**src/hdl/epr_pkg.sv**
```systemverilog
// Shared types and constants for the echo pulse ranger.
// Used by echo_pulse_ranger_top; depends on nothing.
package epr_pkg;

	localparam int SENSORS = 4;
	localparam int ADDR_W = (SENSORS > 1) ? $clog2(SENSORS) : 1;
	localparam int SENSOR_W = 2;
	localparam int TS_W = 16;
	localparam int SCALE_W = 10;
	localparam int DIST_W = 14;
	localparam int MISS_W = 3;
	localparam int PROD_W = TS_W + SCALE_W;
	localparam int FRAC_W = 10;
	localparam int IN_DATA_W = 24;
	localparam int OUT_DATA_W = 16;
	localparam int OUT_USER_W = 2;
	localparam int CFG_IDX_W = 2;

	localparam logic [SCALE_W-1:0] SCALE_RST = 10'd281;
	localparam logic [DIST_W-1:0] RANGE_RST = 14'd6400;
	localparam logic [MISS_W-1:0] MISS_RST = 3'd4;
	localparam logic [DIST_W-1:0] NO_OBJ_RST = 14'd15984;

	typedef enum logic [CFG_IDX_W-1:0] {
		REG_SCALE_FACTOR = 2'd0,
		REG_RANGE_LIMIT = 2'd1,
		REG_MISS_LIMIT = 2'd2,
		REG_NO_OBJECT_VALUE = 2'd3
	} cfg_reg_t;

	typedef struct packed {
		logic [TS_W-1:0] start_time;
		logic start_valid;
	} start_ent_t;

	typedef struct packed {
		logic [MISS_W-1:0] miss_count;
		logic [DIST_W-1:0] stored_distance;
	} track_ent_t;

endpackage

```
**src/hdl/echo_pulse_ranger_top.sv**
```systemverilog
// Echo pulse ranger top level: edge events in, per-sensor distance updates out.
// Depends on epr_pkg.
//
// Each edge transaction on the slave side names a sensor, its polarity and a 16-bit
// microsecond timestamp. A rising edge records the pulse start; a falling edge after a
// recorded start measures the modular 16-bit width, multiplies it by scale_factor and
// drops 10 fraction bits to get a reading in 1/16 cm, updates the sensor's miss count and
// stored distance, and emits one transaction with the stored distance. Other edges emit
// nothing. One edge is taken every cycle while the output is not stalled; each result passes
// stage 1 (start-time memory read, multiply), stage 2 (tracking-memory read-modify-write)
// and the output register. Per-sensor state sits in two small memories, with the most
// recent write forwarded to the following access; no clearing pass is needed after reset.
// Configuration writes are taken at any time and must only be issued while the block is idle.
module echo_pulse_ranger_top (
	input  logic clk,
	input  logic arst_n,
	input  logic s_tvalid,
	output logic s_tready,
	input  logic [epr_pkg::IN_DATA_W-1:0] s_tdata, // sensor[1:0], timestamp[17:2], zeros
	input  logic s_tuser, // rising
	output logic m_tvalid,
	input  logic m_tready,
	output logic [epr_pkg::OUT_DATA_W-1:0] m_tdata, // which_sensor[1:0], distance[15:2]
	output logic [epr_pkg::OUT_USER_W-1:0] m_tuser, // in_range[0], no_object[1]
	input  logic cfg_valid,
	output logic cfg_ready,
	input  logic [epr_pkg::CFG_IDX_W-1:0] cfg_index,
	input  logic [epr_pkg::DIST_W-1:0] cfg_data
);

	logic [epr_pkg::SCALE_W-1:0] scale_q;
	logic [epr_pkg::DIST_W-1:0] range_q;
	logic [epr_pkg::MISS_W-1:0] miss_lim_q;
	logic [epr_pkg::DIST_W-1:0] no_obj_q;

	epr_pkg::start_ent_t t_mem [epr_pkg::SENSORS];
	epr_pkg::start_ent_t t_rd_q;
	logic [epr_pkg::SENSORS-1:0] t_vld_q;
	logic t_rdv_q;
	logic [epr_pkg::ADDR_W-1:0] t_raddr;
	logic t_we;
	epr_pkg::start_ent_t t_wdata;
	epr_pkg::start_ent_t wt_q;
	logic [epr_pkg::ADDR_W-1:0] wt_addr_q;
	logic wt_vld_q;

	epr_pkg::track_ent_t m_mem [epr_pkg::SENSORS];
	epr_pkg::track_ent_t m_rd_q;
	logic [epr_pkg::SENSORS-1:0] m_vld_q;
	logic m_rdv_q;
	logic [epr_pkg::ADDR_W-1:0] m_raddr;
	logic m_we;
	epr_pkg::track_ent_t m_wdata;
	epr_pkg::track_ent_t wm_q;
	logic [epr_pkg::ADDR_W-1:0] wm_addr_q;
	logic wm_vld_q;

	logic v_s1;
	logic [epr_pkg::SENSOR_W-1:0] sensor_s1;
	logic rising_s1;
	logic [epr_pkg::TS_W-1:0] ts_s1;

	logic v_s2;
	logic [epr_pkg::SENSOR_W-1:0] sensor_s2;
	logic [epr_pkg::PROD_W-1:0] prod_s2;

	logic out_v_q;
	logic [epr_pkg::SENSOR_W-1:0] out_sensor_q;
	logic [epr_pkg::DIST_W-1:0] out_dist_q;
	logic out_hit_q;
	logic out_noobj_q;

	logic out_free, s2_open, s2_go, s1_go, s1_open;
	logic ok_s1, fire_s1;
	epr_pkg::start_ent_t st_s1;
	logic [epr_pkg::TS_W-1:0] width_s1;
	logic [epr_pkg::PROD_W-1:0] prod_s1;

	epr_pkg::track_ent_t tr_s2;
	logic [epr_pkg::TS_W-1:0] reading_s2;
	logic hit_s2, sat_s2;
	logic [epr_pkg::MISS_W-1:0] lim_s2, miss_inc_s2, miss_new_s2;
	logic [epr_pkg::DIST_W-1:0] dist_new_s2;

	// configuration
	assign cfg_ready = 1'b1;

	always_ff @(posedge clk or negedge arst_n) begin
		if (!arst_n) begin
			scale_q <= epr_pkg::SCALE_RST;
			range_q <= epr_pkg::RANGE_RST;
			miss_lim_q <= epr_pkg::MISS_RST;
			no_obj_q <= epr_pkg::NO_OBJ_RST;
		end else if (cfg_valid) begin
			unique case (epr_pkg::cfg_reg_t'(cfg_index))
				epr_pkg::REG_SCALE_FACTOR: scale_q <= cfg_data[epr_pkg::SCALE_W-1:0];
				epr_pkg::REG_RANGE_LIMIT: range_q <= cfg_data;
				epr_pkg::REG_MISS_LIMIT: miss_lim_q <= cfg_data[epr_pkg::MISS_W-1:0];
				epr_pkg::REG_NO_OBJECT_VALUE: no_obj_q <= cfg_data;
				default: ;
			endcase
		end
	end

	// flow control
	assign out_free = !out_v_q || m_tready;
	assign s2_go = v_s2 && out_free;
	assign s2_open = !v_s2 || out_free;
	assign s1_go = v_s1 && (!fire_s1 || s2_open);
	assign s1_open = !v_s1 || s1_go;
	assign s_tready = s1_open;

	// stage 1: start-time lookup, width and scaling
	assign ok_s1 = 32'(sensor_s1) < epr_pkg::SENSORS;

	always_comb begin
		if (wt_vld_q && wt_addr_q == sensor_s1[epr_pkg::ADDR_W-1:0]) begin
			st_s1 = wt_q;
		end else if (t_rdv_q) begin
			st_s1 = t_rd_q;
		end else begin
			st_s1 = '0;
		end
	end

	assign fire_s1 = ok_s1 && !rising_s1 && st_s1.start_valid;
	assign width_s1 = ts_s1 - st_s1.start_time;
	assign prod_s1 = epr_pkg::PROD_W'(width_s1) * epr_pkg::PROD_W'(scale_q);

	assign t_raddr = s1_open ? s_tdata[epr_pkg::ADDR_W-1:0]
		: sensor_s1[epr_pkg::ADDR_W-1:0];
	assign t_we = s1_go && ok_s1 && (rising_s1 || fire_s1);
	assign t_wdata = rising_s1 ? epr_pkg::start_ent_t'{start_time: ts_s1, start_valid: 1'b1}
		: epr_pkg::start_ent_t'{start_time: st_s1.start_time, start_valid: 1'b0};

	always_ff @(posedge clk) begin
		if (t_we) begin
			t_mem[sensor_s1[epr_pkg::ADDR_W-1:0]] <= t_wdata;
		end
		t_rd_q <= t_mem[t_raddr];
		wt_q <= t_wdata;
		wt_addr_q <= sensor_s1[epr_pkg::ADDR_W-1:0];
	end

	always_ff @(posedge clk or negedge arst_n) begin
		if (!arst_n) begin
			t_vld_q <= '0;
			t_rdv_q <= 1'b0;
			wt_vld_q <= 1'b0;
		end else begin
			if (t_we) begin
				t_vld_q[sensor_s1[epr_pkg::ADDR_W-1:0]] <= 1'b1;
			end
			t_rdv_q <= t_vld_q[t_raddr];
			wt_vld_q <= t_we;
		end
	end

	always_ff @(posedge clk or negedge arst_n) begin
		if (!arst_n) begin
			v_s1 <= 1'b0;
		end else if (s1_open) begin
			v_s1 <= s_tvalid;
		end
	end

	always_ff @(posedge clk) begin
		if (s1_open) begin
			sensor_s1 <= s_tdata[epr_pkg::SENSOR_W-1:0];
			rising_s1 <= s_tuser;
			ts_s1 <= s_tdata[epr_pkg::SENSOR_W +: epr_pkg::TS_W];
		end
	end

	// stage 2: range check and miss tracking
	always_ff @(posedge clk or negedge arst_n) begin
		if (!arst_n) begin
			v_s2 <= 1'b0;
		end else if (s2_open) begin
			v_s2 <= s1_go && fire_s1;
		end
	end

	always_ff @(posedge clk) begin
		if (s2_open) begin
			sensor_s2 <= sensor_s1;
			prod_s2 <= prod_s1;
		end
	end

	assign m_raddr = s2_open ? sensor_s1[epr_pkg::ADDR_W-1:0]
		: sensor_s2[epr_pkg::ADDR_W-1:0];

	always_comb begin
		if (wm_vld_q && wm_addr_q == sensor_s2[epr_pkg::ADDR_W-1:0]) begin
			tr_s2 = wm_q;
		end else if (m_rdv_q) begin
			tr_s2 = m_rd_q;
		end else begin
			tr_s2 = '0;
		end
	end

	assign reading_s2 = prod_s2[epr_pkg::FRAC_W +: epr_pkg::TS_W];
	assign hit_s2 = reading_s2 < epr_pkg::TS_W'(range_q);
	assign lim_s2 = (miss_lim_q == '0) ? epr_pkg::MISS_W'(1) : miss_lim_q;
	assign miss_inc_s2 = (tr_s2.miss_count < lim_s2) ? tr_s2.miss_count + epr_pkg::MISS_W'(1)
		: tr_s2.miss_count;
	assign sat_s2 = !hit_s2 && miss_inc_s2 >= lim_s2;

	always_comb begin
		priority if (hit_s2) begin
			miss_new_s2 = '0;
			dist_new_s2 = reading_s2[epr_pkg::DIST_W-1:0];
		end else if (sat_s2) begin
			miss_new_s2 = lim_s2;
			dist_new_s2 = no_obj_q;
		end else begin
			miss_new_s2 = miss_inc_s2;
			dist_new_s2 = tr_s2.stored_distance;
		end
	end

	assign m_we = s2_go;
	assign m_wdata = '{miss_count: miss_new_s2, stored_distance: dist_new_s2};

	always_ff @(posedge clk) begin
		if (m_we) begin
			m_mem[sensor_s2[epr_pkg::ADDR_W-1:0]] <= m_wdata;
		end
		m_rd_q <= m_mem[m_raddr];
		wm_q <= m_wdata;
		wm_addr_q <= sensor_s2[epr_pkg::ADDR_W-1:0];
	end

	always_ff @(posedge clk or negedge arst_n) begin
		if (!arst_n) begin
			m_vld_q <= '0;
			m_rdv_q <= 1'b0;
			wm_vld_q <= 1'b0;
		end else begin
			if (m_we) begin
				m_vld_q[sensor_s2[epr_pkg::ADDR_W-1:0]] <= 1'b1;
			end
			m_rdv_q <= m_vld_q[m_raddr];
			wm_vld_q <= m_we;
		end
	end

	// output register
	always_ff @(posedge clk or negedge arst_n) begin
		if (!arst_n) begin
			out_v_q <= 1'b0;
		end else if (out_free) begin
			out_v_q <= v_s2;
		end
	end

	always_ff @(posedge clk) begin
		if (s2_go) begin
			out_sensor_q <= sensor_s2;
			out_dist_q <= dist_new_s2;
			out_hit_q <= hit_s2;
			out_noobj_q <= miss_new_s2 >= lim_s2;
		end
	end

	assign m_tvalid = out_v_q;
	assign m_tdata = {out_dist_q, out_sensor_q};
	assign m_tuser = {out_noobj_q, out_hit_q};

	a_hit_not_noobj: assert property (@(posedge clk) disable iff (!arst_n)
		m_tvalid |-> !(m_tuser[0] && m_tuser[1]))
		else $error("in_range and no_object both set");

	a_hit_below_limit: assert property (@(posedge clk) disable iff (!arst_n)
		m_tvalid && m_tuser[0] |-> m_tdata[epr_pkg::OUT_DATA_W-1:epr_pkg::SENSOR_W] < range_q)
		else $error("in-range distance at or above limit");

	a_noobj_value: assert property (@(posedge clk) disable iff (!arst_n)
		m_tvalid && m_tuser[1] |-> m_tdata[epr_pkg::OUT_DATA_W-1:epr_pkg::SENSOR_W] == no_obj_q)
		else $error("no_object result without no-object distance");

	a_s2_hold: assert property (@(posedge clk) disable iff (!arst_n)
		v_s2 && !out_free |=> v_s2 && $stable(sensor_s2) && $stable(prod_s2))
		else $error("stalled stage 2 item lost");

	a_accept_fills_s1: assert property (@(posedge clk) disable iff (!arst_n)
		s_tvalid && s_tready |=> v_s1)
		else $error("accepted transaction not in stage 1");

endmodule

```
**config.mk**
```make
export PLATFORM = sky130hd
export DESIGN_NAME = echo_pulse_ranger_top
export DESIGN_NICKNAME = d
export VERILOG_FILES = /design/src/hdl/epr_pkg.sv /design/src/hdl/echo_pulse_ranger_top.sv
export SDC_FILE = /design/constraint.sdc
export NUM_CORES = 1
export LEC_CHECK = 0
export BUFFER_PORTS_ARGS = -buffer_cell sky130_fd_sc_hd__buf_4
export CORE_ASPECT_RATIO = 0.8
export CORE_UTILIZATION = 50
export CTS_BUF_LIST = sky130_fd_sc_hd__clkbuf_2
export CTS_CLUSTER_DIAMETER = 120
export CTS_CLUSTER_SIZE = 28
export DETAILED_ROUTE_END_ITERATION = 8
export GPL_TIMING_DRIVEN = 1
export PLACE_DENSITY = 0.68
export SLEW_MARGIN = 5
export SYNTH_ARGS = -nofsm -noshare
export SYNTH_HDL_FRONTEND = slang
export SYNTH_SLANG_ARGS = --single-unit
```
**constraint.sdc**
```tcl
create_clock -name clk -period 8.9 [get_ports clk]
set_input_delay 1.78 -clock clk [delete_from_list [all_inputs] [get_ports clk]]
set_output_delay 1.78 -clock clk [all_outputs]
set_load 0.05 [all_outputs]
```
Yosys cells after proc, flatten, opt, wreduce, memory -nomap -nowiden
Memories as Yosys holds them, arrays and structs flattened. A register that Yosys moved wholly into a read port is not among the register bits.
Index checks and enable logic that the tools add are counted.
Word-level totals
  logic and storage cells: 102
  memories kept: 2
  RAM bits: 136
  flip-flop bits (word level): 159
  input port bits: 46
Memories
  m_mem: words 4, width 17, read ports 1, clocked after Yosys merged registers in 1, write ports 1, line echo_pulse_ranger_top.sv:47  | epr_pkg::track_ent_t m_mem [epr_pkg::SENSORS];
  t_mem: words 4, width 17, read ports 1, clocked after Yosys merged registers in 1, write ports 1, line echo_pulse_ranger_top.sv:36  | epr_pkg::start_ent_t t_mem [epr_pkg::SENSORS];
Cells by class
  magnitude comparators: 10
  multipliers: 1
  reduce and logical (&&, ||, !) cells: 27
  multiplexer cells: 25
  add/sub/neg operators: 2
  equal/unequal tests: 5
  bitwise gates (word level): 2
Operators with widths (count)
  two-way mux 17 bit: 5
  two-way mux 14 bit: 2
  multiplier 16 x 10 -> 26 bit: 1
  less-than comparator 16 x 14 -> 1 bit: 1
  subtractor 16 bit: 1
  less-than comparator 2 x 3 -> 1 bit, second input constant: 4
  two-way mux 3 bit: 4
  logical AND 1 bit: 10
  two-way mux 1 bit: 8
  OR 4 bit: 2
  AND reduction 2 bit: 4
  >= comparator 3 bit: 2
  zero test 1 bit: 6
  logical OR 1 bit: 5
  binary-select mux 1 bit (select 2 bit): 2
  demux 1 bit (select 2 bit): 2
  == test 2 bit: 2
  == test 2 bit, second input constant: 2
  >= comparator 2 x 1 -> 1 bit, second input constant: 2
  two-way mux 2 bit: 2
  adder 3 x 1 -> 3 bit, second input constant: 1
  zero test 3 bit: 1
  less-than comparator 3 bit: 1
  == test 2 x 1 -> 1 bit, second input constant: 1
  zero test 2 bit: 1

Depth between registers and ports, before layout
  depth after elaboration: 11
  depth in mapped cells: 37
  mapped depth without buffers: 33

Least setup slack after synthesis
No wires, ideal clock.
  path type: reg-to-reg
  from: reg sensor_s1[0] in the netlist's numbering
  to: reg prod_s2[25] in the netlist's numbering, data pin
  buffers on the path: 3
  arrival: 7.808 ns
  period minus slack after synthesis: 8.068 ns
  setup time: 0.260 ns
  data required time: 8.640 ns
  cell stages (with the launch flop): 36
  setup slack: 0.832 ns
  path through: dfxtp_1 -> buf_2 -> xnor2_4 -> and3_1 -> buf_2 -> buf_1 -> nand2_1 -> nand2_1 -> inv_1 -> ha_1 -> a21oi_1 -> a211oi_1 -> nand2b_1 -> o211ai_1 -> a31oi_2 -> xnor2_1 -> nand2_1 -> fa_1 -> inv_1 -> fa_1 -> inv_1 -> fa_1 -> inv_1 -> fa_1 -> inv_1 -> fa_1 -> inv_1 -> ha_1 -> a21o_1 -> a21o_1 -> a21oi_1 -> o21ai_0 -> o41a_1 -> a211oi_1 -> o21bai_1 -> xnor2_1
Between the ends
  longest elaborated chain between the ends: 5
Ends and longest elaborated chain
  start: declaration: line echo_pulse_ranger_top.sv:59  | logic [epr_pkg::SENSOR_W-1:0] sensor_s1;
  start signal: assignment: line echo_pulse_ranger_top.sv:169  | sensor_s1 <= s_tdata[epr_pkg::SENSOR_W-1:0];
  == test 2 bit: line echo_pulse_ranger_top.sv:117  | if (wt_vld_q && wt_addr_q == sensor_s1[epr_pkg::ADDR_W-1:0]) begin
  logical AND 1 bit: line echo_pulse_ranger_top.sv:117
  two-way mux 17 bit: line echo_pulse_ranger_top.sv:117
  subtractor 16 bit: line echo_pulse_ranger_top.sv:127  | assign width_s1 = ts_s1 - st_s1.start_time;
  multiplier 16 x 10 -> 26 bit: line echo_pulse_ranger_top.sv:128  | assign prod_s1 = epr_pkg::PROD_W'(width_s1) * epr_pkg::PROD_W'(scale_q);
  net prod_s1 (one bit): line echo_pulse_ranger_top.sv:77  | logic [epr_pkg::PROD_W-1:0] prod_s1;
  end signal: assignment: line echo_pulse_ranger_top.sv:187  | prod_s2 <= prod_s1;
  end: declaration: line echo_pulse_ranger_top.sv:65  | logic [epr_pkg::PROD_W-1:0] prod_s2;
The timed path passes the listed nets, and every way through them passes these cells.
A chain may end at the register's enable or synchronous reset.

Worst setup path after layout
  from: reg sensor_s1[1] in the netlist's numbering
  to: reg prod_s2[25] in the netlist's numbering, data pin
Same word-level chain as after synthesis.

==> flow_summary.ini <==
[logic_synthesis]
synth_compound_area_share_pct = 7.34
synth-seq-area-share_pct = 48.9
synth_xor_area_share_pct = 2.52
synth_top_family_by_area = adder cells
synth-edff-count = 187
synth_mux_area_share_pct = 5.67
synthCells = 1475
synth.distinct_cells = 65
yosysTopAreaCellShare_pct = 32.1
synthArstFlopShare_pct = 17.6
synth.ff_latch_count = 319
synth_fp_nets = 1721
synth-simple-area-share_pct = 12.1
synthAdderAreaFrac_pct = 19.1
synth_top_area_cell = edfxtp_1
syn_area_sq_mm = 0.0175
ys.flop_type = edfxtp_1
ys_warn_count = 0
syn-mean-instance-area_sq_um = 11.9
synth_area_leaders = edfxtp_1, fa_1, dfxtp_1

[placement]
gp_congestion = 0.824
post-dp-hpwl_microns = 25900
io_buffers = 59

[final_layout]
final_nets = 1780
area_delta_synth_final_pct = 7.26
drive_gt1_share_pct = 15.2
fin_util_pct = 55.1

[sta]
tightest_slew_ns = 1.11
setup-tns-final_ns = 0
fmax_mhz = 119
fin_hold_ws_ns = 0.453
finalClockSkew_ns = 0.121
fin_crit_sh_pct = 94.6
setup_violations = 0
layout_min_cycle_time_ns = 8.42
rsz0062_at_grt = no
slew_headroom_pct = 25.9
hold_viol_final = 0
slew_viol_final = 0

[drt]
ant_nets = 0
routed_wirelength_microns = 36700
num_vias = 10900
routed_via_density = 5.40
wire_per_inst_microns = 18.2
route.detailed.drc = 0
firstDrtPassIters = 5
initialDrtViolationCount = 711

[worst_hold_path]
min_to = wm_addr_q[1]$_DFF_P_
hp-class = reg2reg
min_path_cells = 0
worstHoldStart = sensor_s2[1]$_DFF_P_

[critical_path]
critPathSlowestCell = fa_1
worstPathArrival_ns = 9.24
r2r_start = sensor_s1[1]$_DFF_P_
crit_fanout = 10
critical_path.top_delay_family = adder cells
worst_setup_path_start_kind = flip-flop
critPathKind = reg2reg
ff2ff_setup_slack_ns = 0.48
reg2regPathDepth = 30
path_buf_inv = 2
slowest_delay_ns = 0.58
cp-end-kind = flip-flop
r2r_end = prod_s2[25]$_DFFE_PN_
crit_path_frequent_cell = fa_1
crit_required_ns = 9.73

[floorplanning]
num_rows = 60
die_x_microns = 211
start_util_pct = 51.4
dieHeight_microns = 169
coreArea_sq_mm = 0.0341
die_area_sq_mm = 0.0358
io_pins = 67

[global_route]
grt_pass1_vias = 10800
grt_pass1_wl_microns = 58800
grt.total_usage_pct = 21.1
grt_antenna_before_repair = 2
grt_max_degree = 57
overflow = 0

[clock_network]
cts_tree = built
cts_hold_buf = 0
clock-root-buffer = clkbuf_2
htree_levels = 1
path_clk_slew_ns = 0.48
numCtsBuffers = 15
cts_buffer_depth = 3
clkSinkCount = 319
clock_latency_ns = 1.02

[flow_run]
maxCapViolations = 0

[run_status]
status = complete, no violations
==> Yosys cell counts, drive strengths merged (3+ instances only) <==
cell    instances
nand3b          3
and2           72
nand2b         15
xor2           16
inv           144
a21boi         10
and3           36
o211ai          3
xnor2          28
fa            110
a21oi          58
a21o           25
ha             90
edfxtp        187
nand2         177
or2            12
a211oi         22
buf            12
o21ai          11
mux2i          35
nor3b           3
nand3          29
o21a            3
mux2           57
o21bai          3
dfxtp          76
dfstp          16
nor2           43
a31oi          44
dfrtp          40
clkbuf         38
nor2b          33
==> final cells by class <==
class	count	area [sq um]
Fill cell	2940	15300
Tap cell	465	582
Timing Repair Buffer	92	691
Clock buffer	23	115
Inverter	144	541
Antenna cell	2	5.00
Sequential cell	319	8560
Clock inverter	3	23.8
Multi-Input combinational cell	962	8270
==> per-stage QoR <==
step	instance area, sq um	setup WS (ns)	cells
detailed placement	18600	0.251	1979
finish	18800	0.484	2010
floorplan	17500	0.832	1475
global route	18800	0.0480	2009
global placement	18600	0.459	1979
CTS	18700	0.206	2005
==> what timing repair did <==
item	in CTS	in global routing
buffers inserted	0	3
resized for setup	0	3
setup endpoints to repair	0	6
==> cells in the final DEF (no fill, tap or decap), types with 29 or more instances in the layout <==
master,n
a21oi_1,53
a31oi_1,42
and2_1,72
and3_1,36
buf_4,92
dfrtp_1,40
dfxtp_1,75
edfxtp_1,187
fa_1,110
ha_1,90
inv_1,143
mux2_2,57
mux2i_1,32
nand2_1,177
nand3_1,29
nor2_1,42
nor2b_1,33
==> worst register-to-register path, delay by kind of cell (launching register included) <==
kind	cells	cell delay (ns)
compound gates	11	2.54
xor+xnor	3	0.95
fa+ha+maj	7	3.04
buf+inv	2	0.10
flops	1	0.50
simple gates	7	1.13
==> registers in the layout (all words and copies together), names as in the netlist, 2 cells and up <==
signal        count
out_dist_q       14
t_vld_q           4
scale_q          10
wm_addr_q         2
prod_s2          16
m_rd_q           17
wt_addr_q         2
t_mem            68
m_mem            68
ts_s1            16
m_vld_q           4
t_rd_q           17
wt_q             17
no_obj_q         14
sensor_s1         2
range_q          14
wm_q             17
sensor_s2         2
miss_lim_q        3
out_sensor_q      2
==> cells by family (layout without fill, tap and decap cells) <==
kind of cell / after synthesis / in the layout
and+or+nand+nor: 431 / 431
DFF: 319 / 319
adders and majority gates: 202 / 202
buffers and inverters: 194 / 262
AOI/OAI and AO/OA: 192 / 192
muxes: 92 / 92
xor gates and xnor gates: 44 / 44
other: 1 / 3
==> per-layer routing <==
layer  track usage [%]  vias up  wire [microns]
met5                 0        -               0
met3              2.55       34            1960
met1              32.2     5445           17800
li1                  -     5116               -
met2              32.5      258           16400
met4              4.25        0             539
==> worst max path at each step <==
stage,depth (start not counted),start,to,slack [ns]
after global routing,30,sensor_s1[1]$_DFF_P_,prod_s2[25]$_DFFE_PN_,0.05
after floorplan,35,sensor_s1[0]$_DFF_P_,prod_s2[25]$_DFFE_PN_,0.83
after detailed placement,31,sensor_s1[1]$_DFF_P_,prod_s2[25]$_DFFE_PN_,0.25
after CTS,31,sensor_s1[1]$_DFF_P_,prod_s2[25]$_DFFE_PN_,0.21
final,30,sensor_s1[1]$_DFF_P_,prod_s2[25]$_DFFE_PN_,0.48
after global placement,31,sensor_s1[1]$_DFF_P_,prod_s2[25]$_DFFE_PN_,0.46
Power is left out: the tool's default activity adds up to more than one toggle a clock period on the data nets, which glitch-free logic cannot reach.
